File: src/design/lpf_pkg.sv
// ----------------------------------------------------------------------------
// lpf_pkg
// Shared types, widths and codes for the lidar point filter and transform.
// ----------------------------------------------------------------------------
package lpf_pkg;

   // Scan geometry limits and field widths.
   localparam int INF_LIMIT_M = 1000;
   localparam int INDEX_BITS  = 16;
   localparam int COORD_W     = 32;
   localparam int COEFF_W     = 48;
   localparam int INTENS_W    = 8;
   localparam int STAMP_W     = 64;
   localparam int POSE_DEPTH  = 12;
   localparam int POSE_IDX_W  = 4;
   localparam int CSR_IDX_W   = 3;
   localparam int CSR_DATA_W  = 32;
   localparam int FILT_W      = 3;

   // Pose store layout: rotation row-major, then translation x, y, z.
   localparam int AXES        = 3;
   localparam int NUM_TERMS   = AXES * AXES;
   localparam int POSE_TRANS  = NUM_TERMS;

   // Multiplier split: a 48-bit coefficient is cut into a 24-bit unsigned low
   // half and a 24-bit signed high half.
   localparam int SPLIT_W     = 24;
   localparam int LO_PROD_W   = COORD_W + SPLIT_W + 1;
   localparam int HI_PROD_W   = COORD_W + COEFF_W - SPLIT_W;
   localparam int FULL_PROD_W = COORD_W + COEFF_W;
   localparam int ACC_W       = FULL_PROD_W + 3;
   localparam int FRAC_SHIFT  = 30;

   // Filter enable bits.
   localparam int FILT_HUGE   = 0;
   localparam int FILT_BOX    = 1;
   localparam int FILT_HIGH_Z = 2;

   // Magnitude limit for the huge-point test, Q15.16.
   localparam logic signed [COORD_W-1:0] HUGE_POS = COORD_W'(INF_LIMIT_M * 65536);
   localparam logic signed [COORD_W-1:0] HUGE_NEG = COORD_W'(-(INF_LIMIT_M * 65536));

   // Identity rotation entry, 1.0 in Q17.30.
   localparam logic signed [COEFF_W-1:0] ONE_Q30 = COEFF_W'(64'sd1 <<< FRAC_SHIFT);

   // Input beat kinds.
   localparam logic MODE_POINT = 1'b0;
   localparam logic MODE_POSE  = 1'b1;

   typedef enum logic [CSR_IDX_W-1:0] {
      CSR_FILTER_EN  = 3'd0,
      CSR_BOX_FWD_X  = 3'd1,
      CSR_BOX_BWD_X  = 3'd2,
      CSR_BOX_FWD_Y  = 3'd3,
      CSR_BOX_BWD_Y  = 3'd4,
      CSR_Z_THRESH   = 3'd5
   } csr_reg_type;

   typedef struct packed {
      logic [FILT_W-1:0]         filter_en;
      logic signed [COORD_W-1:0] box_fwd_x;
      logic signed [COORD_W-1:0] box_bwd_x;
      logic signed [COORD_W-1:0] box_fwd_y;
      logic signed [COORD_W-1:0] box_bwd_y;
      logic signed [COORD_W-1:0] z_thresh;
   } cfg_type;

   typedef struct packed {
      logic signed [COORD_W-1:0] pos_x;
      logic signed [COORD_W-1:0] pos_y;
      logic signed [COORD_W-1:0] pos_z;
      logic [INTENS_W-1:0]       intensity;
      logic [STAMP_W-1:0]        stamp_ns;
      logic [INDEX_BITS-1:0]     point_index;
   } point_type;

   typedef logic signed [COEFF_W-1:0] coeff_type;
   typedef coeff_type [POSE_DEPTH-1:0] pose_type;

endpackage

File: src/design/lpf_csr.sv
// ----------------------------------------------------------------------------
// lpf_csr
// Filter configuration registers behind a plain write port.
// ----------------------------------------------------------------------------
module lpf_csr import lpf_pkg::*; (
   input  logic                  clock,
   input  logic                  reset,
   input  logic                  csr_wr_en,
   input  logic [CSR_IDX_W-1:0]  csr_index,
   input  logic [CSR_DATA_W-1:0] csr_wdata,
   output cfg_type               cfg
);

   cfg_type cfg_ff;
   cfg_type cfg_in;

   always_comb begin
      cfg_in = cfg_ff;
      if (csr_wr_en) begin
         unique case (csr_reg_type'(csr_index))
            CSR_FILTER_EN: cfg_in.filter_en = csr_wdata[FILT_W-1:0];
            CSR_BOX_FWD_X: cfg_in.box_fwd_x = signed'(csr_wdata[COORD_W-1:0]);
            CSR_BOX_BWD_X: cfg_in.box_bwd_x = signed'(csr_wdata[COORD_W-1:0]);
            CSR_BOX_FWD_Y: cfg_in.box_fwd_y = signed'(csr_wdata[COORD_W-1:0]);
            CSR_BOX_BWD_Y: cfg_in.box_bwd_y = signed'(csr_wdata[COORD_W-1:0]);
            CSR_Z_THRESH:  cfg_in.z_thresh  = signed'(csr_wdata[COORD_W-1:0]);
            default:       cfg_in = cfg_ff;
         endcase
      end
   end

   always_ff @(posedge clock) begin
      if (reset) begin
         cfg_ff <= '0;
      end else begin
         cfg_ff <= cfg_in;
      end
   end

   assign cfg = cfg_ff;

endmodule

File: config.mk
export PLATFORM = sky130hd
export DESIGN_NAME = lpf_csr
export DESIGN_NICKNAME = d
export VERILOG_FILES = /design/src/design/lpf_pkg.sv /design/src/design/lpf_csr.sv
export SDC_FILE = /design/constraint.sdc
export NUM_CORES = 1
export LEC_CHECK = 0
export BUFFER_PORTS_ARGS = -buffer_cell sky130_fd_sc_hd__buf_2
export CAP_MARGIN = 0
export CORE_ASPECT_RATIO = 1.5
export CORE_MARGIN = 2
export CORE_UTILIZATION = 45
export CTS_CLUSTER_DIAMETER = 80
export CTS_CLUSTER_SIZE = 40
export DETAILED_ROUTE_END_ITERATION = 7
export MAX_ROUTING_LAYER = met4
export PLACE_DENSITY = 0.75
export SLEW_MARGIN = 40
export SYNTH_ARGS = -nofsm -noshare
export SYNTH_HDL_FRONTEND = slang
export SYNTH_SLANG_ARGS = --single-unit
File: constraint.sdc
create_clock -name clock -period 1.3 [get_ports clock]
set_input_delay 0.325 -clock clock [delete_from_list [all_inputs] [get_ports clock]]
set_output_delay 0.325 -clock clock [all_outputs]
set_load 0.005 [all_outputs]
# [Yosys cells after proc, flatten, opt, wreduce, memory -nomap -nowiden]
# Cells that the tools add are included.
[classes] eq_ne=5 n_reduce_logical=7
[ops] op="AND reduction 2 bit" count=6
[ops] op="equality test 3 x 2 -> 1 bit, second input constant" count=2
[ops] op="equality test 3 bit, second input constant" count=2
[ops] op="equality test 3 x 1 -> 1 bit, second input constant" count=1
[ops] op="zero test 3 bit" count=1
[word_totals] reg_bits=163 inputBits=38 output_inout_bits=163 elab_cells=18

# [Depth between registers and ports, before layout]
[depth] word_depth=2 ltp_mapped=5 ltp_nobuf=2

# [Worst setup path before layout]
# Ideal clock, no wire load.
[synth_path] kind="in2reg" startpoint="in csr_index[0]" endpoint="reg cfg_ff (netlist bit cfg[160])" setup_time_ps=124 arrival_ps=1163 required_ps=1176 slack_ps=13 path_stages=4 path_buffers=2 cell_sequence="buf_6 -> or4b_1 -> buf_2 -> mux2i_1"
[synth_via] elab_chain_len=2
[synth_lines] item="start: declaration" line="lpf_csr.sv:9" source="input logic [CSR_IDX_W-1:0] csr_index,"
[synth_lines] item="zero test 3 bit" line="lpf_csr.sv:20" source="unique case (csr_reg_type'(csr_index))"
[synth_lines] item="AND reduction 2 bit (no source line)"
[synth_lines] item="end signal: assignment" line="lpf_csr.sv:36" source="cfg_ff <= cfg_in;"
[synth_lines] item="end: declaration" line="lpf_csr.sv:14" source="cfg_type cfg_ff;"
# Every way passes these cells.
# A chain may end at the register's enable or synchronous reset.

# [Worst setup path in the final report]
[layout_path] startpoint="reg cfg_ff (netlist bit cfg[104])" endpoint="out cfg[104] (netlist name)"
[layout_lines] item="end: declaration" line="lpf_csr.sv:11" source="output cfg_type cfg"
# No word-level cell between the ends.

==> out/qor.yml <==
clocking:
  worst_skew_pair.late_latency_ps: 420
  numClockSinks: 163
  cts.htree.levels: 4
  cts_tree: "built"
  clk_pin_slew_ps: 70
  cts_max_path_buffers: 2
  cts-buffers-inserted: 17
  postCtsHoldBufs: 0
  postCtsSetupRepairBufs: 0
  cts_resized: 0
  cts_root_buf: "clkbuf_16"
setup_path:
  timing.rr.start: "cfg[65]"
  critPathTopFamily: "flip-flops"
  reg2regPathDepth: 2
  crit_required_ps: 980
  crit_type: "reg -> out"
  slowest_stage: "dfxtp_1"
  worstSetupEndpointType: "primary output"
  crit_fanout: 2
  r2r-end: "cfg[65]"
  critPathMaxStageDelay_ps: 370
  crit_chain: "buf_2"
  start_kind: "flip-flop"
  r2r_slack_ps: 630
  critPathArrivalTime_ps: 920
  crit_buf_inv: 1
synthesis:
  yosys.cell_types.count: 13
  synth_area_leaders: "dfxtp_1, mux2i_1, nand2b_1, clkbuf_1, buf_4"
  synth-async-reset-ratio: 0
  syn-num-nets: 609
  yosysWarnings: 0
  ys_seq_area_frac: 0.510
  yosysMostFrequentCell: "nand2b_1"
  synth_top_flop_cell: "dfxtp_1"
  synth_common_cells: "nand2b_1, dfxtp_1, mux2i_1"
  synth_top_area_frac: 0.510
  syn_avg_cell_area_um2: 11.2
  post_synth_instance_area_mm2: 0.00640
  syn_inst: 571
  synth_edf_count: 0
  yosysTopAreaCell: "dfxtp_1"
  synth-seq-cells: 163
global_route:
  grt_pass1_wl_um: 24700
  antenna_found_initial: 0
  grt_overflow: 0
  grt_usage: 0.217
  grt_max_degree: 66
  grt_pass1_vias: 4793
run_status:
  status: "finished, final reports clean"
layout:
  largest_reg_flops: 163
  antennaDiodeCount: 0
  fillers: 1202
  drive_gt1_frac: 0.334
  stdcell_area_mm2: 0.00842
  fin_nets: 813
  area.growth.synth_to_final_pct: 31.4
timing:
  drv_slew: 0
  hold_slack_ps: 264
  setup_violations: 0
  min_period_over_period: 0.960
  relSlewSlack: 0.819
  max_freq_mhz: 802
  rsz0062_at_grt: "no"
  hold_viol_final: 0
  layout_setup_ws_ps: 52.5
  setup_tns_ps: 0
  worst_slew_pin_slew_ps: 269
  fin_skew_ps: 0
  fin_crit_ps: 1250
floorplanning:
  die_h_um: 150
  start_util: 0.458
  die_area_mm2: 0.0152
  ios: 201
  die_w_um: 101
  fp.coreArea_mm2: 0.0140
  rows: 53
drt:
  totalWireLength_um: 16000
  dr_total_vias: 4718
  first_iter_violations: 109
  firstDrtPassIters: 4
  drc: 0
  antenna_left: 0
  viasPerCell: 4.81
  routedWlPerCell_um: 16.3
job:
  drv_cap: 0
pwr:
  power.leakage_nw: 4.49
  vdd_drop_max_mv: 0.804
  power_density_mw_per_mm2: 1310
  p_total_mw: 11.0
worst_hold_path:
  min_from: "csr_wdata[13]"
  holdPathEnd: "cfg[13]"
  hp-class: "in -> reg"
  hold_depth: 3
placed_design:
  port_buffers: 200
  place_ws_ps: -124
  gp_congestion: 0.841
  place_hpwl_um: 11200
  placed_area_mm2: 0.00782
-- cells in the final DEF, fill, tap and decap left out, drive strengths merged --
master,n
and4bb,1
buf,227
bufinv,1
clkbuf,18
clkinv,1
dfxtp,163
inv,12
mux2i,163
nand2b,195
nand4b,2
nand4bb,3
nor4bb,1
or4b,1
-- power by group --
group / switching [mW] / internal (mW) / total (mW) / leakage (nW)
combinational: 0.365 / 0.394 / 0.760 / 2.87
sequential: 0.0583 / 5.10 / 5.16 / 1.32
clock: 2.29 / 2.81 / 5.10 / 0.298
-- area by class of cell --
cell class	instances	area, µm²	area share
flip-flops and latches	163	3260	0.388
multi-input cells	366	2970	0.353
repair buffers	227	1340	0.160
clock buffers	18	439	0.0522
well taps	192	240	0.0285
clock inverters	14	159	0.0189
-- cell families after synthesis --
| logic type | share of synthesized area |
|---|---|
| simple gates | 0.204 |
| buf+inv | 0.0320 |
| mux | 0.255 |
| flops | 0.510 |
-- worst max path at each step --
stage / startpoint / to / slack, ps / cells after the start
2_1_floorplan: csr_index[0] / cfg[160] / 10 / 4
6_report: cfg[104] / cfg[104] / 50 / 1
3_3_place_gp: csr_index[1] / cfg[161] / -80 / 3
3_5_place_dp: csr_index[1] / cfg[161] / -120 / 3
4_1_cts: cfg[136] / cfg[136] / 20 / 1
5_1_grt: cfg[104] / cfg[104] / 8 / 1
-- metrics by stage --
| step | util | cells |
|---|---|---|
| final | 0.602 | 980 |
| after global routing | 0.602 | 980 |
| after CTS | 0.602 | 980 |
| after detailed placement | 0.559 | 948 |
| after global placement | 0.559 | 948 |
| after floorplan | - | 571 |
-- routing by layer --
metal	wire, µm	track usage
met5	0	-
met4	419	0.0899
met3	729	0.0539
met2	8320	0.370
met1	6500	0.239
Power figures use the tool's default switching activity.
