**config.mk**
```make
export PLATFORM = sky130hd
export DESIGN_NAME = lpf_pose_store
export DESIGN_NICKNAME = d
export VERILOG_FILES = /design/src/design/lpf_pkg.sv /design/src/design/lpf_pose_store.sv
export SDC_FILE = /design/constraint.sdc
export NUM_CORES = 1
export LEC_CHECK = 0
export BUFFER_PORTS_ARGS = -buffer_cell sky130_fd_sc_hd__buf_2
export CAP_MARGIN = 20
export CORE_MARGIN = 5
export CORE_UTILIZATION = 35
export DETAILED_ROUTE_END_ITERATION = 7
export SLEW_MARGIN = 5
export SYNTH_ARGS = -nofsm -noshare
export SYNTH_HDL_FRONTEND = slang
export SYNTH_SLANG_ARGS = --single-unit
export TNS_END_PERCENT = 1
```
**constraint.sdc**
```tcl
create_clock -name clock -period 2 [get_ports clock]
set_clock_uncertainty 0.2 [all_clocks]
set_input_delay 0.4 -clock clock [delete_from_list [all_inputs] [get_ports clock]]
set_output_delay 0.4 -clock clock [all_outputs]
set_load 0.02 [all_outputs]
```
**src/design/lpf_pkg.sv**
```systemverilog
// ----------------------------------------------------------------------------
// lpf_pkg
// Shared types, widths and codes for the lidar point filter and transform.
// ----------------------------------------------------------------------------
package lpf_pkg;

   // Scan geometry limits and field widths.
   localparam int INF_LIMIT_M = 1000;
   localparam int INDEX_BITS  = 16;
   localparam int COORD_W     = 32;
   localparam int COEFF_W     = 48;
   localparam int INTENS_W    = 8;
   localparam int STAMP_W     = 64;
   localparam int POSE_DEPTH  = 12;
   localparam int POSE_IDX_W  = 4;
   localparam int CSR_IDX_W   = 3;
   localparam int CSR_DATA_W  = 32;
   localparam int FILT_W      = 3;

   // Pose store layout: rotation row-major, then translation x, y, z.
   localparam int AXES        = 3;
   localparam int NUM_TERMS   = AXES * AXES;
   localparam int POSE_TRANS  = NUM_TERMS;

   // Multiplier split: a 48-bit coefficient is cut into a 24-bit unsigned low
   // half and a 24-bit signed high half.
   localparam int SPLIT_W     = 24;
   localparam int LO_PROD_W   = COORD_W + SPLIT_W + 1;
   localparam int HI_PROD_W   = COORD_W + COEFF_W - SPLIT_W;
   localparam int FULL_PROD_W = COORD_W + COEFF_W;
   localparam int ACC_W       = FULL_PROD_W + 3;
   localparam int FRAC_SHIFT  = 30;

   // Filter enable bits.
   localparam int FILT_HUGE   = 0;
   localparam int FILT_BOX    = 1;
   localparam int FILT_HIGH_Z = 2;

   // Magnitude limit for the huge-point test, Q15.16.
   localparam logic signed [COORD_W-1:0] HUGE_POS = COORD_W'(INF_LIMIT_M * 65536);
   localparam logic signed [COORD_W-1:0] HUGE_NEG = COORD_W'(-(INF_LIMIT_M * 65536));

   // Identity rotation entry, 1.0 in Q17.30.
   localparam logic signed [COEFF_W-1:0] ONE_Q30 = COEFF_W'(64'sd1 <<< FRAC_SHIFT);

   // Input beat kinds.
   localparam logic MODE_POINT = 1'b0;
   localparam logic MODE_POSE  = 1'b1;

   typedef enum logic [CSR_IDX_W-1:0] {
      CSR_FILTER_EN  = 3'd0,
      CSR_BOX_FWD_X  = 3'd1,
      CSR_BOX_BWD_X  = 3'd2,
      CSR_BOX_FWD_Y  = 3'd3,
      CSR_BOX_BWD_Y  = 3'd4,
      CSR_Z_THRESH   = 3'd5
   } csr_reg_type;

   typedef struct packed {
      logic [FILT_W-1:0]         filter_en;
      logic signed [COORD_W-1:0] box_fwd_x;
      logic signed [COORD_W-1:0] box_bwd_x;
      logic signed [COORD_W-1:0] box_fwd_y;
      logic signed [COORD_W-1:0] box_bwd_y;
      logic signed [COORD_W-1:0] z_thresh;
   } cfg_type;

   typedef struct packed {
      logic signed [COORD_W-1:0] pos_x;
      logic signed [COORD_W-1:0] pos_y;
      logic signed [COORD_W-1:0] pos_z;
      logic [INTENS_W-1:0]       intensity;
      logic [STAMP_W-1:0]        stamp_ns;
      logic [INDEX_BITS-1:0]     point_index;
   } point_type;

   typedef logic signed [COEFF_W-1:0] coeff_type;
   typedef coeff_type [POSE_DEPTH-1:0] pose_type;

endpackage

```
**src/design/lpf_pose_store.sv**
```systemverilog
// ----------------------------------------------------------------------------
// lpf_pose_store
// Twelve pose coefficients; resets to the identity rotation, zero translation.
// ----------------------------------------------------------------------------
module lpf_pose_store import lpf_pkg::*; (
   input  logic                  clock,
   input  logic                  reset,
   input  logic                  wr_en,
   input  logic [POSE_IDX_W-1:0] wr_index,
   input  coeff_type             wr_value,
   output pose_type              pose
);

   pose_type pose_ff;
   pose_type pose_in;

   // Identity rotation with zero translation.
   function automatic pose_type identity_pose();
      pose_type p;
      p = '0;
      for (int r = 0; r < AXES; r++) begin
         p[r * AXES + r] = ONE_Q30;
      end
      return p;
   endfunction

   // Indexes beyond the translation entries are ignored.
   always_comb begin
      pose_in = pose_ff;
      for (int i = 0; i < POSE_DEPTH; i++) begin
         if (wr_en && (wr_index == POSE_IDX_W'(i))) begin
            pose_in[i] = wr_value;
         end
      end
   end

   always_ff @(posedge clock) begin
      if (reset) begin
         pose_ff <= identity_pose();
      end else begin
         pose_ff <= pose_in;
      end
   end

   assign pose = pose_ff;

endmodule

```
# Word level (Yosys, flattened, before mapping)
# Index checks and enable logic that the tools add are counted.
# totals
in_bits	55
reg_bits	576
# classes
reduce_logical	13
n_eq_ne	11
# op_table
cell	count
$eq 4x3->1 const B	4
$eq 4x4->1 const B	4
$logic_and 1x1->1	12
$eq 4x2->1 const B	2
$eq 4x1->1 const B	1
$logic_not 4->1	1

# Depth between registers and ports, before layout
# depth
ltp_word	2
ltp_mapped	6
depth_no_buf	3

# Worst setup path before layout
# Ideal clock, no wire load.
# synth_timing
kind	input-to-reg
start	input port wr_index[0]
end	register pose_ff, in the netlist pose[78]
t_arrival_ns	1.417
setup_time_ns	0.072
slack_ns	0.312
t_required_ns	1.728
path_buffers	3
cell_stages	6
cell_sequence	buf_2 nor2b_1 and2_1 buf_2 buf_4 mux2i_1
# synth_between
elab_chain_cells	2
# synth_lines
element	line_no	text
from (decl)	lpf_pose_store.sv:9	input logic [POSE_IDX_W-1:0] wr_index,
$eq 4x1->1	lpf_pose_store.sv:31	if (wr_en && (wr_index == POSE_IDX_W'(i))) begin
$logic_and 1x1->1	lpf_pose_store.sv:31	
to (signal assigned)	lpf_pose_store.sv:39	pose_ff <= identity_pose();
to (signal assigned)	lpf_pose_store.sv:41	pose_ff <= pose_in;
to (decl)	lpf_pose_store.sv:14	pose_type pose_ff;
# Every way passes these cells.
# A chain may end at the register's enable or synchronous reset.

# Worst setup path after layout
# layout_timing
start	register pose_ff, in the netlist pose[516]
end	output port pose[516] in the netlist's numbering
# layout_rtl
element	line_no	text
to (decl)	lpf_pose_store.sv:11	output pose_type pose
# No word-level cell between the ends.

==> flow_metrics.py <==
metrics = {
    "critical_path": {
        "cp.required_ns": 1.40,
        "end_kind": "output pin",
        "arrival_ns": 1.20,
        "critical_path.startpoint": "pose[516]",
        "path_depth": 1,
        "r2r_cells": 2,
        "cpMaxStageDelayCell": "dfxtp_1",
        "startpoint_type": "flop",
        "path_buf_inv": 1,
        "critPathKind": "reg -> out",
        "crit_chain": "buf_2",
        "cp_top_family": "flip-flops",
        "critPathMaxFanout": 2,
        "max_stage_delay_ns": 0.34,
        "r2r_start": "pose[499]",
    },
    "pwr": {
        "total_power_uw": 25110,
        "pwr_density_cell_nw_per_um2": 859.1,
        "leakage_uw": 0.01611,
        "ir_worst_vdd_uv": 666.5,
    },
    "timing": {
        "slew_headroom": 0.6359,
        "final-max-slew-violation-count": 0,
        "period_share": 0.8997,
        "tightest_slew_ns": 0.5450,
        "setup_tns_ns": 0,
        "setup_ws_ns": 0.2007,
        "whs_ns": 0.05406,
        "post-route-min-period_ns": 1.799,
        "setup_viol": 0,
        "fmax_ghz": 0.5558,
        "final-hold-violation-count": 0,
        "rsz0062_at_grt": "false",
    },
    "synthesis": {
        "ys_ff_latch": 576,
        "yosys.area.top_type": "dfxtp_1",
        "yosys_warnings": 0,
        "synth_edf_count": 0,
        "yosys-top-cells-count": "621 x nand2b_1, 576 x dfxtp_1, 576 x mux2i_1",
        "ys_async_sr_fraction": 0,
        "synthFlopType": "dfxtp_1",
        "seq_area_frac_synth": 0.5192,
        "synth.distinct_cells": 15,
        "syn_area_um2": 22210,
        "syn-num-nets": 2033,
        "synth_top_area_frac": 0.5192,
        "synth.most_common_cell": "nand2b_1",
        "syn_area_per_cell_um2": 11.23,
        "synthCells": 1978,
        "yosys-top-cells-area": "dfxtp_1 52%, mux2i_1 26%, nand2b_1 17%, clkbuf_1 1.5%, buf_2 1.4%",
    },
    "die": {
        "row_count": 92,
        "dieArea_um2": 68590,
        "fp.dieW_um": 261.9,
        "core_um2": 62970,
        "initial_utilization": 0.3527,
        "io_pins": 631,
        "die_height_um": 261.9,
    },
    "route": {
        "avgViaCountPerCell": 4.637,
        "wl_per_cell_um": 20.84,
        "ant_nets": 0,
        "first_pass_iters": 5,
        "vias": 16290,
        "drt_drc_violations_left": 0,
        "drt_iter0_markers": 760,
        "wirelength_um": 73230,
    },
    "cts": {
        "path_clk_slew_ns": 0.07,
        "cts_htree_levels": 2,
        "numCtsBuffers": 61,
        "cts.sinks": 576,
        "cts_tree": "built",
        "cts.path.max_buffers": 3,
        "cts_resized": 0,
        "clk_latency_ns": 0.61,
        "cts.root.buffer_cell": "clkbuf_16",
    },
    "global_route": {
        "grt_max_degree": 94,
        "overflow": 0,
        "antenna_found_initial": 2,
        "grt_first_pass_wirelength_um": 107500,
        "grt_pass1_vias": 17010,
        "grt_util_all_layers": 0.2021,
    },
    "cells_and_area": {
        "layout.nets": 2673,
        "diodes": 0,
        "largest_register_ffs": 576,
        "area_growth_syn_to_layout_pct": 31.58,
        "design_area_um2": 29220,
        "drive_gt1_frac": 0.3212,
    },
    "outcome": {
        "status": "finished, final reports clean",
    },
    "place": {
        "pre_cts_slack_ns": 0.04816,
        "numPortBuffers": 630,
        "dpl_cell_area_um2": 26970,
        "place.gp.congestion": 0.7865,
        "hpwl_um": 51890,
    },
    "worst_hold_path": {
        "worstHoldPathType": "in -> reg",
        "holdPathStages": 4,
        "min-delay-start": "wr_value[4]",
    },
    "job": {
        "maxCapViolations": 0,
    },
}
[worst paths after layout]
path / slack (ns) / endpoint
max: 0.20 / pose[516]
max reg2reg: 1.08 / pose[499]
min: 0.05 / pose[436]
min reg2reg: 0.27 / pose[83]
[layout make-up]
cell class,instances,area (um2)
Multi-Input combinational cell,1221,9871
Sequential cell,576,11530
Clock inverter,14,207.7
Clock buffer,99,1912
Tap cell,846,1059
Fill cell,5942,33740
Timing Repair Buffer,758,4644
[where the power goes]
group          internal (uW)  switching [uW]  leakage, uW
sequential             11600            80.3      0.00465
combinational            688             930       0.0104
clock                   7130            4650      0.00104
total                  19400            5660       0.0161
[layout by cell type (no fill, tap or decap)]
cell type	n
buf_2	629
nand2b_1	621
mux2i_1	576
dfxtp_1	576
buf_4	76
clkbuf_16	63
buf_12	39
clkbuf_8	20
clkbuf_1	16
dlygate4sd3_1	13
nand2_4	7
nor2_1	5
clkinv_2	5
bufinv_16	5
nand3_4	3
nand2_2	2
and2_2	2
nor2b_1	2
and3b_1	2
inv_6	2
clkinvlp_4	2
nor3b_2	1
buf_8	1
[through the flow]
step / std cells / utilization
floorplan: 1978 / -
global placement: 3388 / 0.4284
detailed placement: 3388 / 0.4284
CTS: 3514 / 0.4641
global route: 3514 / 0.4641
finish: 3514 / 0.4641
[logic make-up after synthesis]
| group | Yosys count | share of synthesized area |
|---|---|---|
| multiplexers | 576 | 0.2596 |
| AND/OR/NAND/NOR | 645 | 0.1804 |
| buffers and inverters | 181 | 0.04079 |
| flip-flops | 576 | 0.5192 |
[metal layers]
layer | vias up | track usage | share of wire
met5 | - | 0 | 0.00029
met1 | 7886 | 0.2462 | 0.41
met3 | 143 | 0.06726 | 0.084
met2 | 504 | 0.3391 | 0.47
li1 | 7757 | - | -
met4 | 4 | 0.06477 | 0.035
[repair_timing]
action	4_1_cts	5_1_grt
hold buffers	13	0
buffers inserted	0	0
endpoints found under the hold margin	28	0
Power figures use the tool's default switching activity.
