<file path="src/design/lpf_pkg.sv">
// ----------------------------------------------------------------------------
// lpf_pkg
// Shared types, widths and codes for the lidar point filter and transform.
// ----------------------------------------------------------------------------
package lpf_pkg;

   // Scan geometry limits and field widths.
   localparam int INF_LIMIT_M = 1000;
   localparam int INDEX_BITS  = 16;
   localparam int COORD_W     = 32;
   localparam int COEFF_W     = 48;
   localparam int INTENS_W    = 8;
   localparam int STAMP_W     = 64;
   localparam int POSE_DEPTH  = 12;
   localparam int POSE_IDX_W  = 4;
   localparam int CSR_IDX_W   = 3;
   localparam int CSR_DATA_W  = 32;
   localparam int FILT_W      = 3;

   // Pose store layout: rotation row-major, then translation x, y, z.
   localparam int AXES        = 3;
   localparam int NUM_TERMS   = AXES * AXES;
   localparam int POSE_TRANS  = NUM_TERMS;

   // Multiplier split: a 48-bit coefficient is cut into a 24-bit unsigned low
   // half and a 24-bit signed high half.
   localparam int SPLIT_W     = 24;
   localparam int LO_PROD_W   = COORD_W + SPLIT_W + 1;
   localparam int HI_PROD_W   = COORD_W + COEFF_W - SPLIT_W;
   localparam int FULL_PROD_W = COORD_W + COEFF_W;
   localparam int ACC_W       = FULL_PROD_W + 3;
   localparam int FRAC_SHIFT  = 30;

   // Filter enable bits.
   localparam int FILT_HUGE   = 0;
   localparam int FILT_BOX    = 1;
   localparam int FILT_HIGH_Z = 2;

   // Magnitude limit for the huge-point test, Q15.16.
   localparam logic signed [COORD_W-1:0] HUGE_POS = COORD_W'(INF_LIMIT_M * 65536);
   localparam logic signed [COORD_W-1:0] HUGE_NEG = COORD_W'(-(INF_LIMIT_M * 65536));

   // Identity rotation entry, 1.0 in Q17.30.
   localparam logic signed [COEFF_W-1:0] ONE_Q30 = COEFF_W'(64'sd1 <<< FRAC_SHIFT);

   // Input beat kinds.
   localparam logic MODE_POINT = 1'b0;
   localparam logic MODE_POSE  = 1'b1;

   typedef enum logic [CSR_IDX_W-1:0] {
      CSR_FILTER_EN  = 3'd0,
      CSR_BOX_FWD_X  = 3'd1,
      CSR_BOX_BWD_X  = 3'd2,
      CSR_BOX_FWD_Y  = 3'd3,
      CSR_BOX_BWD_Y  = 3'd4,
      CSR_Z_THRESH   = 3'd5
   } csr_reg_type;

   typedef struct packed {
      logic [FILT_W-1:0]         filter_en;
      logic signed [COORD_W-1:0] box_fwd_x;
      logic signed [COORD_W-1:0] box_bwd_x;
      logic signed [COORD_W-1:0] box_fwd_y;
      logic signed [COORD_W-1:0] box_bwd_y;
      logic signed [COORD_W-1:0] z_thresh;
   } cfg_type;

   typedef struct packed {
      logic signed [COORD_W-1:0] pos_x;
      logic signed [COORD_W-1:0] pos_y;
      logic signed [COORD_W-1:0] pos_z;
      logic [INTENS_W-1:0]       intensity;
      logic [STAMP_W-1:0]        stamp_ns;
      logic [INDEX_BITS-1:0]     point_index;
   } point_type;

   typedef logic signed [COEFF_W-1:0] coeff_type;
   typedef coeff_type [POSE_DEPTH-1:0] pose_type;

endpackage

</file>
<file path="src/design/lpf_filter.sv">
// ----------------------------------------------------------------------------
// lpf_filter
// Keep/drop decision for one point from its coordinates and the filter set-up.
// ----------------------------------------------------------------------------
module lpf_filter import lpf_pkg::*; (
   input  point_type point,
   input  logic      point_invalid,
   input  cfg_type   cfg,
   output logic      keep
);

   logic huge;
   logic drop_bad;
   logic drop_box;
   logic drop_high_z;

   always_comb begin
      huge = (point.pos_x > HUGE_POS) || (point.pos_x < HUGE_NEG) ||
             (point.pos_y > HUGE_POS) || (point.pos_y < HUGE_NEG) ||
             (point.pos_z > HUGE_POS) || (point.pos_z < HUGE_NEG);

      drop_bad = cfg.filter_en[FILT_HUGE] && (point_invalid || huge);

      // The vehicle box is open on all four sides.
      drop_box = cfg.filter_en[FILT_BOX] &&
                 (point.pos_x < cfg.box_fwd_x) && (point.pos_x > cfg.box_bwd_x) &&
                 (point.pos_y < cfg.box_fwd_y) && (point.pos_y > cfg.box_bwd_y);

      drop_high_z = cfg.filter_en[FILT_HIGH_Z] && (point.pos_z > cfg.z_thresh);

      keep = !(drop_bad || drop_box || drop_high_z);
   end

endmodule

</file>
<file path="config.mk">
export PLATFORM = sky130hd
export DESIGN_NAME = lpf_filter
export DESIGN_NICKNAME = d
export VERILOG_FILES = /design/src/design/lpf_pkg.sv /design/src/design/lpf_filter.sv
export SDC_FILE = /design/constraint.sdc
export NUM_CORES = 1
export LEC_CHECK = 0
export ABC_AREA = 1
export BUFFER_PORTS_ARGS = -buffer_cell sky130_fd_sc_hd__buf_4
export CAP_MARGIN = 30
export CORE_AREA = 2 2 136 138
export DETAILED_ROUTE_END_ITERATION = 8
export DIE_AREA = 0 0 138 140
export MAX_ROUTING_LAYER = met4
export PLACE_DENSITY = 0.59
export SYNTH_ARGS = -nofsm -noshare
export SYNTH_HDL_FRONTEND = slang
export SYNTH_SLANG_ARGS = --single-unit
</file>
<file path="constraint.sdc">
create_clock -name vclk -period 1.85
set_input_delay 0.185 -clock vclk [all_inputs]
set_output_delay 0.185 -clock vclk [all_outputs]
set_load 0.1 [all_outputs]
</file>
# --- After elaboration in Yosys (flattened, before gate mapping) ---
# Cells that the tools add are included.
classes:
  order_cmp: 11
  reduce_logical: 15
ops:
  columns: ["cell", "count"]
  rows:
  - ["$gt 32x27->1 const B", 3]
  - ["$gt 32x32->1", 3]
  - ["$lt 32x27->1 const B", 3]
  - ["$lt 32x32->1", 2]
  - ["$logic_or 1x1->1", 8]
  - ["$logic_and 1x1->1", 6]
  - ["$logic_not 1->1", 1]
totals:
  register_bits: 0
  in_bits: 348
  out_inout_bits: 1
  word_cells: 26

# --- Logic depth before layout (Yosys ltp) ---
# Gate-level depths: netlist (run 1).
logic_depth:
  ltp_word: 11
  mapped_depth: 16
  mapped_depth_nobuf: 16

# --- Worst setup path before layout (run 1) ---
# Ideal clock, no wire load.
synth_timing:
  path_kind: "input port to output port"
  startpoint: "input cfg[127] in the netlist's numbering"
  endpoint: "output keep"
  t_arrival_ns: 2.728
  t_required_ns: 1.665
  path_slack_ns: -1.063
  cell_stages: 12
  cell_sequence: "inv_1 -> ha_1 -> nand2_2 -> nor2_4 -> nand4_2 -> nor3b_2 -> nand2_1 -> nor2_1 -> nor2_1 -> nand3_1 -> nor2_1 -> a21oi_1"
synth_via:
  elab_chain_cells: 7
synth_rtl:
  columns: ["item", "line_no", "source"]
  rows:
  - ["from (decl)", "lpf_filter.sv:8", "input cfg_type cfg,"]
  - ["$gt 32x32->1", "lpf_filter.sv:26", "(point.pos_x < cfg.box_fwd_x) && (point.pos_x > cfg.box_bwd_x) &&"]
  - ["$logic_and 1x1->1 (2 in a row)", "lpf_filter.sv:26", null]
  - ["$logic_and 1x1->1", "lpf_filter.sv:27", "(point.pos_y < cfg.box_fwd_y) && (point.pos_y > cfg.box_bwd_y);"]
  - ["$logic_or 1x1->1 (2 in a row)", "lpf_filter.sv:31", "keep = !(drop_bad || drop_box || drop_high_z);"]
  - ["$logic_not 1->1", "lpf_filter.sv:31", null]
  - ["to (decl)", "lpf_filter.sv:9", "output logic keep"]
# Every way passes these cells.

# --- Final worst setup path (run 1) ---
layout_timing:
  startpoint: "input cfg[43] in the netlist's numbering"
  endpoint: "output keep"
layout_via:
  elab_chain_cells: 5
layout_rtl:
  columns: ["item", "line_no"]
  rows:
  - ["$gt 32x32->1", "lpf_filter.sv:27"]
  - ["$logic_and 1x1->1", "lpf_filter.sv:27"]
  - ["$logic_or 1x1->1 (2 in a row)", "lpf_filter.sv:31"]
  - ["$logic_not 1->1", "lpf_filter.sv:31"]
# Every way passes these cells.

==> metrics.md, run 1 <==
| Metric | Value |
|---|---|
| WHS Path Cells | 5 |
| Final worst-path cycle share | 110% |
| Mapped Area | 4710 um^2 |
| Final setup viols | 1 |
| Via count | 5997 |
| Mapped Cells | 780 |
| Status | complete, but fails checks |
| Most common cell in the netlist | inv_1 |
| Vias in the first global route | 6143 |
| Die Y | 140 um |
| Syn nets | 1286 |
| Yosys warning count | 0 |
| First-pass DRT Iterations | 4 |
| Kind of critical path | in -> out |
| Num rows | 49 |
| Layout sequential cell count | 0 |
| Worst-Margin Slew | 0.362 ns |
| Share of layout cells above drive strength 1 | 43.3% |
| Initial antenna violation count | 0 |
| Hold Path Origin | cfg[160] |
| Filler cells | 1828 |
| GRT Util Overall | 18.0% |
| CP required | 1.66 ns |
| Top cells by area, synth | ha_1, inv_1, nand2_1, a21oi_1, nor2_1 |
| First-pass GRT wire length | 28300 um |
| Final ANT Viol Nets | 0 |
| Leak | 0.00479 uW |
| Slew Limit Fails | 0 |
| Critical path launch point type | input pin |
| Area Growth Syn to Fin | 81.0% |
| FF/Latch Area | 0 um^2 |
| CP Capture Type | output port |
| Post-CTS Hold Buffers | 0 |
| Setup tns final | -0.183 ns |
| Final hold violation count | 0 |
| Crit path capture | keep |
| Number of antenna diodes | 0 |
| Post-DP HPWL | 15800 um |
| Pin count of the biggest net entering global routing | 5 |
| Placed cell areas | 7690 um^2 |
| Die width | 138 um |
| Seq/Total Area, Yosys | 0% |
| PortBufs | 261 |
| Clkbuf count | 0 |
| Syn avg cell area | 6.03 um^2 |
| Max cap viols | 0 |
| Worst Hold Class | in -> out |
| Upper clock frequency limit | 492 MHz |
| Unrepaired setup endpoints after global routing | yes |
| Die ar. | 19300 um^2 |
| Core Area | 17800 um^2 |
| WP data arrival | 1.85 ns |
| Synth top cells by count | inv_1, nand2_1, ha_1 |
| Routed Wire Length | 17700 um |
| Ports | 349 |
| Starting Density | 26.5% |
| Final min period | 2.03 ns |
| Yosys top cell by area | ha_1 |
| Max transition margin | 75.7% |
| GPL Wtd Cong | 0.885 |
| Final worst slack | -0.183 ns |
| Crit-path max FO | 2 |
| Worst vdd ir | 95.6 uV |
| Vias/cell | 4.44 |
| Worst Setup SP | cfg[43] |
| DR DRC count | 0 |
| Pwr dens | 219 nW/um^2 |
| Nets | 1629 |
| Distinct cell type count after synthesis | 30 |
| Cell area after layout | 8520 um^2 |
| Grt ovf | 0 |
| WL/cell | 13.1 um |
| Share of the synthesized area in the top cell type | 42.0% |
| Failing checks | negative setup slack |
| Initial drt markers | 104 |
[cells in the final DEF (no fill, tap or decap), drive strengths merged, types with 2 or more instances in the layout]
cell | Yosys | routed
buf | 0 | 341
nor4 | 13 | 13
clkinv | 3 | 2
inv | 201 | 202
nand4 | 18 | 18
nand3b | 6 | 6
a31oi | 3 | 3
a21oi | 75 | 75
nand2 | 162 | 162
nor2 | 60 | 60
nand3 | 24 | 24
nor3 | 13 | 13
ha | 158 | 158
o21a | 5 | 5
o21ai | 26 | 26
o211ai | 5 | 5
[report_power, final]
| part | internal [uW] | leakage (uW) | switching [uW] |
|---|---|---|---|
| clock | 0 | 0 | 0 |
| sequential | 0 | 0 | 0 |
| combinational | 1000 | 0.00479 | 866 |
[metrics by stage]
| step | setup slack (ns) | std cells | power, uW | hold slack, ns | util, % |
|---|---|---|---|---|---|
| after global routing | -0.314 | 1350 | 2110 | 0.823 | 47.9 |
| final | -0.183 | 1350 | 1870 | 0.799 | 47.9 |
| after global placement | -0.449 | 1349 | 1570 | 0.892 | 43.2 |
| after detailed placement | -0.465 | 1349 | 1600 | 0.892 | 43.2 |
| after floorplan | -0.155 | 780 | 747 | 0.616 | - |
| after CTS | -0.159 | 1350 | 1800 | 0.813 | 47.0 |
[per-layer routing]
metal	up-vias	GRT usage, %	routed length (um)
li1	3231	-	-
met1	2578	20.5	7330
met2	180	34.7	9190
met3	8	2.67	1050
met4	0	1.50	144
met5	-	-	0
[critical path, cell delays in order]
cell     delay, ns
buf_4         0.11
inv_1         0.09
ha_4          0.22
nand2_2       0.07
inv_1         0.04
nand2_1       0.06
nand2_2       0.06
a21oi_4       0.17
nand3_2       0.10
nand2_2       0.07
nand2_1       0.04
nand2_1       0.05
nand2_1       0.06
nand3_2       0.09
nor2_4        0.05
a21oi_4       0.16
buf_12        0.19
[logic make-up (layout without fill, tap and decap cells)]
kind of cell,after synthesis,after routing,synth area share (%)
simple gates,299,299,28.2
buf+inv,204,545,16.3
fa+ha+maj,158,158,42.0
compound gates,119,119,13.6
[what timing repair did]
| item | 4_1_cts | 5_1_grt |
|---|---|---|
| pin swaps | 68 | 30 |
| endpoints found under the setup margin | 1 | 1 |
| endpoints found under the hold margin | 0 | 0 |
| gates resized for setup | 113 | 39 |
| setup buffers | 2 | 0 |
[layout make-up]
cell class,count,area (um^2),share of cell area [%]
repair buffers,341,2600,30.5
multi-input cells,576,4850,56.9
well taps,229,287,3.36
inverters,204,781,9.16
[worst min path at each step]
stage               endpoint  slack [ns]
floorplan               keep        0.62
global placement        keep        0.89
detailed placement      keep        0.89
CTS                     keep        0.81
global route            keep        0.82
finish                  keep        0.80
(Power assumes the default switching activity.)
==> run 2, diff against run 1 <==
Settings changed: GPL_TIMING_DRIVEN set to 0.
Clock period 1.85 ns to 2.3 ns, I/O delays scaled along.
==> run 2 against run 1 <==
Effect of this change:
- the run now ends clean
- die area stayed put
- final cell count is 5.8% lower
- critical path depth is 4 lower
- sequential share of layout area stayed put
==> metrics.md, run 2 (synthesis gave the netlist of run 1 again) <==
| Metric | Value |
|---|---|
| Clkbuf count | 0 (unchanged) |
| Critical path launch point type | input pin (unchanged) |
| Routed Wire Length | 16200 um (was 17700 um) |
| CP Buf/Inv Count | 2 (was 4) |
| Final setup viols | 0 (was 1) |
| Hold Path Origin | cfg[160] (unchanged) |
| Switching pwr | 584 uW (was 866 uW) |
| DR DRC count | 0 (unchanged) |
| Final ANT Viol Nets | 0 (unchanged) |
| Slew Limit Fails | 0 (unchanged) |
| CP Capture Type | output port (unchanged) |
| FF/Latch Area | 0 um^2 (unchanged) |
| Share of layout cells above drive strength 1 | 30.2% (was 43.3%) |
| Ports | 349 (unchanged) |
| Kind of critical path | in -> out (unchanged) |
| CP Cell Sequence | buf_4 -> ha_4 -> nand2_2 -> nor2_4 -> nand4_4 -> nor4_4 -> nand2_1 -> nand2_1 -> nand2_1 -> nand3_2 -> nand2_2 -> a21oi_4 -> buf_12 (was buf_4 -> inv_1 -> ha_4 -> nand2_2 -> inv_1 -> nand2_1 -> nand2_2 -> a21oi_4 -> nand3_2 -> nand2_2 -> nand2_1 -> nand2_1 -> nand2_1 -> nand3_2 -> nor2_4 -> a21oi_4 -> buf_12) |
| Via count | 5685 (was 5997) |
| Initial antenna violation count | 0 (unchanged) |
| Worst Hold Class | in -> out (unchanged) |
| Internal power | 623 uW (was 1000 uW) |
| Area Growth Syn to Fin | 55.1% (was 81.0%) |
| Pwr dens | 165 nW/um^2 (was 219 nW/um^2) |
| Crit-path max FO | 3 (was 2) |
| Combinational power share | 100.0% (about the same) |
| Die Y | 140 um (unchanged) |
| Most used cell, CP | nand2_1 (unchanged) |
| Final min period | 2.21 ns |
| Final hold violation count | 0 (unchanged) |
| First-pass GRT wire length | 25600 um (was 28300 um) |
| Sequential Power Share | 0% (about the same) |
| Pin count of the biggest net entering global routing | 6 (was 5) |
| Post-CTS Hold Buffers | 0 (unchanged) |
| Max stage delay cell, worst path | nor4_4 (was ha_4) |
| Upper clock frequency limit | 452 MHz |
| GPL Wtd Cong | 0.841 (was 0.885) |
| Switching part of the total | 48.4% (was 46.4%) |
| PortBufs | 261 (unchanged) |
| Commonest non-fill, non-tap cells in the layout | buf_4, inv_1, nand2_1 (unchanged) |
| Worst vdd ir | 99.5 uV (was 95.6 uV) |
| Die width | 138 um (unchanged) |
| Max transition margin | 72.3% (was 75.7%) |
| WP data arrival | 1.98 ns (was 1.85 ns) |
| Vias/cell | 4.47 (was 4.44) |
| Starting Density | 26.5% (unchanged) |
| Nets | 1551 (was 1629) |
| Commonest non-fill, non-tap cell in the layout | buf_4 (unchanged) |
| Layout sequential cell count | 0 (unchanged) |
| Post-DP HPWL | 14800 um (was 15800 um) |
| Filler cells | 1924 (was 1828) |
| WL/cell | 12.7 um (was 13.1 um) |
| Clk pwr share | 0% (about the same) |
| Leak | 0.00434 uW (was 0.00479 uW) |
| Initial drt markers | 132 (was 104) |
| Vias in the first global route | 5733 (was 6143) |
| CP required | 2.07 ns (was 1.66 ns) |
| Hold Path Sink | keep (unchanged) |
| Max cap viols | 0 (unchanged) |
| Num rows | 49 (unchanged) |
| Final worst-path cycle share | 96.3% |
| Status | finished, final reports clean (was complete, but fails checks) |
| Setup tns final | 0 ns (was -0.183 ns) |
| Die ar. | 19300 um^2 (unchanged) |
| Hold Worst Slack | 0.892 ns (was 0.799 ns) |
| WHS Path Cells | 5 (unchanged) |
| Worst-Margin Slew | 0.412 ns (was 0.362 ns) |
| Grt ovf | 0 (unchanged) |
| Crit path max-delay family | simple AND/OR/NAND/NOR gates (unchanged) |
| Largest incremental delay on the critical path | 0.32 ns (was 0.22 ns) |
| Core Area | 17800 um^2 (unchanged) |
| First-pass DRT Iterations | 4 (unchanged) |
| Pwr Total | 1210 uW (was 1870 uW) |
| Number of antenna diodes | 0 (unchanged) |
| GRT Util Overall | 16.2% (was 18.0%) |
## run 2: changes by cell type in the layout (fill, tap and decap cells not counted), moves of 7 or more
cell	before	now
a21oi_1	58	72
a21oi_2	15	2
buf_4	332	261
buf_6	8	1
ha_1	114	146
ha_4	43	12
inv_1	186	199
inv_2	10	2
nand2_1	132	150
nand2_2	23	11
o21ai_0	14	22
o21ai_1	11	4
## run 2: area by class of cell
cell class	instances	area [um^2]	area share (%)
Inverter	204	766	10.5
Tap cell	229	287	3.92
Multi-Input combinational cell	576	4260	58.3
Timing Repair Buffer	263	1990	27.3
## run 2: per-layer routing
metal / up-vias / GRT usage [%] / wire [um]
met5: - / - / 0
met4: 0 / 1.83 / 234
met3: 14 / 2.67 / 1080
met2: 195 / 30.6 / 7960
met1: 2403 / 18.4 / 6920
li1: 3073 / - / -
## run 2: power groups by stage
stage / Clock [uW] / Sequential (uW) / Combinational (uW)
final: 0 / 0 / 1210
after global routing: 0 / 0 / 1390
after CTS: 0 / 0 / 1150
after detailed placement: 0 / 0 / 1130
after global placement: 0 / 0 / 1110
after floorplan: 0 / 0 / 575
## run 2: worst max path at each step
stage	slack [ns]	from	endpoint	cells past startpoint
after global placement	-0.29	point[151]	keep	15
after global routing	-0.02	cfg[31]	keep	14
after detailed placement	-0.31	point[151]	keep	15
final	0.09	point[117]	keep	13
after floorplan	0.17	cfg[127]	keep	12
after CTS	0.02	point[135]	keep	16
## run 2: timing repair
action / 4_1_cts / 5_1_grt
setup endpoints to repair: 1 / 1
gates resized for setup: 14 / 40
pin swaps: 2 / 20
hold endpoints to repair: 0 / 0
setup buffers: 0 / 2
## run 2: stage by stage
step                      area (um^2)  worst slack (ns)  util [%]  std cells
after floorplan                  4720             0.172         -        780
after global placement           6960            -0.291      39.2       1270
after detailed placement         6960            -0.306      39.2       1270
after CTS                        7040            0.0178      39.6       1270
after global routing             7300           -0.0238      41.1       1272
final                            7300            0.0861      41.1       1272
## run 2: worst min-delay path, stage by stage
cell	delay, ns
buf_4	0.09
nand2_1	0.06
nand2_2	0.08
a21oi_4	0.04
buf_12	0.15
==> run 3, diff against run 2 <==
==> constraint.sdc (replaced) <==
create_clock -name vclk -period 2.3
set_input_delay 0.115 -clock vclk [all_inputs]
set_output_delay 0.115 -clock vclk [all_outputs]
set_load 0.1 [all_outputs]
==> run 3 against run 2 <==
Effect of this change:
- total power decreased by 8.2%
- combinational power decreased by 8%
- critical path type unchanged
- global-route usage decreased by 1.0 points
- die area unchanged
- clock-buffer cell count unchanged
- fmax increased by 6.4%
- design area decreased by 4.6%
- core utilization decreased by 1.9 points
==> metrics.md, run 3 (synthesis gave the netlist of run 1 again) <==
| Metric | Value |
|---|---|
| WP data arrival | 1.96 ns (was 1.98 ns) |
| GRT Util Overall | 15.1% (was 16.2%) |
| Status | finished, final reports clean (unchanged) |
| Commonest non-fill, non-tap cells in the layout | buf_4, inv_1, nand2_1 (unchanged) |
| Die Y | 140 um (unchanged) |
| Post-CTS Setup Inserts | 0 (unchanged) |
| Post-CTS Hold Buffers | 0 (unchanged) |
| Placed cell count | 1270 (unchanged) |
| Layout sequential cell count | 0 (unchanged) |
| WHS Path Cells | 5 (unchanged) |
| Max cap viols | 0 (unchanged) |
| Worst vdd ir | 63.6 uV (was 99.5 uV) |
| WL/cell | 11.8 um (was 12.7 um) |
| CP Capture Type | output port (unchanged) |
| Post-DP HPWL | 14100 um (was 14800 um) |
| Final ANT Viol Nets | 0 (unchanged) |
| Die width | 138 um (unchanged) |
| Final min period | 2.08 ns (was 2.21 ns) |
| First-pass DRT Iterations | 4 (unchanged) |
| Vias/cell | 4.40 (was 4.47) |
| First-pass GRT wire length | 24600 um (was 25600 um) |
| Post-CTS sizing | 0 (was 14) |
| Setup tns final | 0 ns (unchanged) |
| Area Growth Syn to Fin | 48.0% (was 55.1%) |
| Clkbuf count | 0 (unchanged) |
| Commonest non-fill, non-tap cell in the layout | buf_4 (unchanged) |
| Initial antenna violation count | 1 (was 0) |
| Max transition margin | 77.8% (was 72.3%) |
| Worst Hold Class | in -> out (unchanged) |
| Worst-Margin Slew | 0.329 ns (was 0.412 ns) |
| Filler cells | 1927 (was 1924) |
| DR DRC count | 0 (unchanged) |
| Kind of critical path | in -> out (unchanged) |
| Initial drt markers | 138 (was 132) |
| Num rows | 49 (unchanged) |
| Final setup viols | 0 (unchanged) |
| Layout Cells excl Fill | 1271 (was 1272) |
| Starting Density | 26.5% (unchanged) |
| Routed Wire Length | 15000 um (was 16200 um) |
| Critical path launch point type | input pin (unchanged) |
| Die ar. | 19300 um^2 (unchanged) |
| Share of layout cells above drive strength 1 | 26.4% (was 30.2%) |
| Hold Path Sink | keep (unchanged) |
| Crit-path max FO | 5 (was 3) |
| Upper clock frequency limit | 481 MHz (was 452 MHz) |
| GPL Wtd Cong | 0.817 (was 0.841) |
| Hold Path Origin | cfg[160] (unchanged) |
| Unrepaired setup endpoints after global routing | no |
| Via count | 5598 (was 5685) |
| Final hold violation count | 0 (unchanged) |
| Ports | 349 (unchanged) |
| FF/Latch Area | 0 um^2 (unchanged) |
| Leak | 0.00429 uW (was 0.00434 uW) |
| Core Area | 17800 um^2 (unchanged) |
| Vias in the first global route | 5426 (was 5733) |
| Nets | 1549 (was 1551) |
| Pin count of the biggest net entering global routing | 6 (unchanged) |
| PortBufs | 261 (unchanged) |
| Grt ovf | 0 (unchanged) |
| CP required | 2.18 ns (was 2.07 ns) |
| Final worst-path cycle share | 90.4% (was 96.3%) |
| Slew Limit Fails | 0 (unchanged) |
| Pwr dens | 159 nW/um^2 (was 165 nW/um^2) |
run 3: cell count changes in the layout (fill, tap and decap cells not counted), moves of 4 or more:
cell / before / now
nand2_2: 11 / 2
nand2_1: 150 / 160
nand3_2: 4 / 0
ha_4: 12 / 0
nor2_4: 6 / 2
nor2_1: 50 / 56
nand3_1: 19 / 24
ha_1: 146 / 158
run 3: worst max path at each step:
stage                    start    to  slack [ns]  depth (start not counted)
finish              point[151]  keep        0.22                         12
global route        point[151]  keep        0.01                         12
CTS                 point[151]  keep        0.06                         15
detailed placement  point[151]  keep        0.07                         15
global placement    point[151]  keep        0.06                         15
floorplan             cfg[127]  keep        0.08                         12
run 3: where the power goes:
part           internal [uW]   leakage (uW)  switching (uW)
clock              0.0000581  0.00000000634               0
combinational            580        0.00429             528
sequential                 0              0               0
total                    580        0.00429             528
run 3: area by class of cell:
class              instances  area, um^2  share of cell area (%)
repair buffers           261        1960                    28.2
well taps                229         287                    4.11
multi-input cells        576        3950                    56.7
inverters                204         766                    11.0
diodes                     1        2.50                  0.0359
run 3: worst max-delay path: stages:
cell     delay [ns]
buf_4          0.14
ha_1           0.33
nand2_1        0.08
nor2_1         0.13
and2_1         0.17
nand3_1        0.13
o21ai_1        0.25
nor2_1         0.08
nand3_1        0.10
nor2_2         0.06
a21oi_2        0.13
buf_6          0.24
run 3: metal layers:
layer | wire [um] | GRT usage, % | up-vias
met5 | 0 | - | -
met4 | 162 | 1.18 | 0
met3 | 678 | 1.09 | 8
met2 | 7020 | 26.2 | 151
met1 | 7150 | 20.2 | 2372
li1 | - | - | 3067
run 3: through the flow:
step	setup slack, ns	hold slack [ns]	util [%]	total power, uW	area, um^2
2_1_floorplan	0.0765	0.512	-	572	4710
3_3_place_gp	0.0642	0.676	39.1	1100	6960
3_5_place_dp	0.0698	0.683	39.1	1120	6960
4_1_cts	0.0591	0.684	39.1	1120	6960
5_1_grt	0.00997	0.658	39.2	1290	6970
6_report	0.220	0.637	39.2	1110	6970
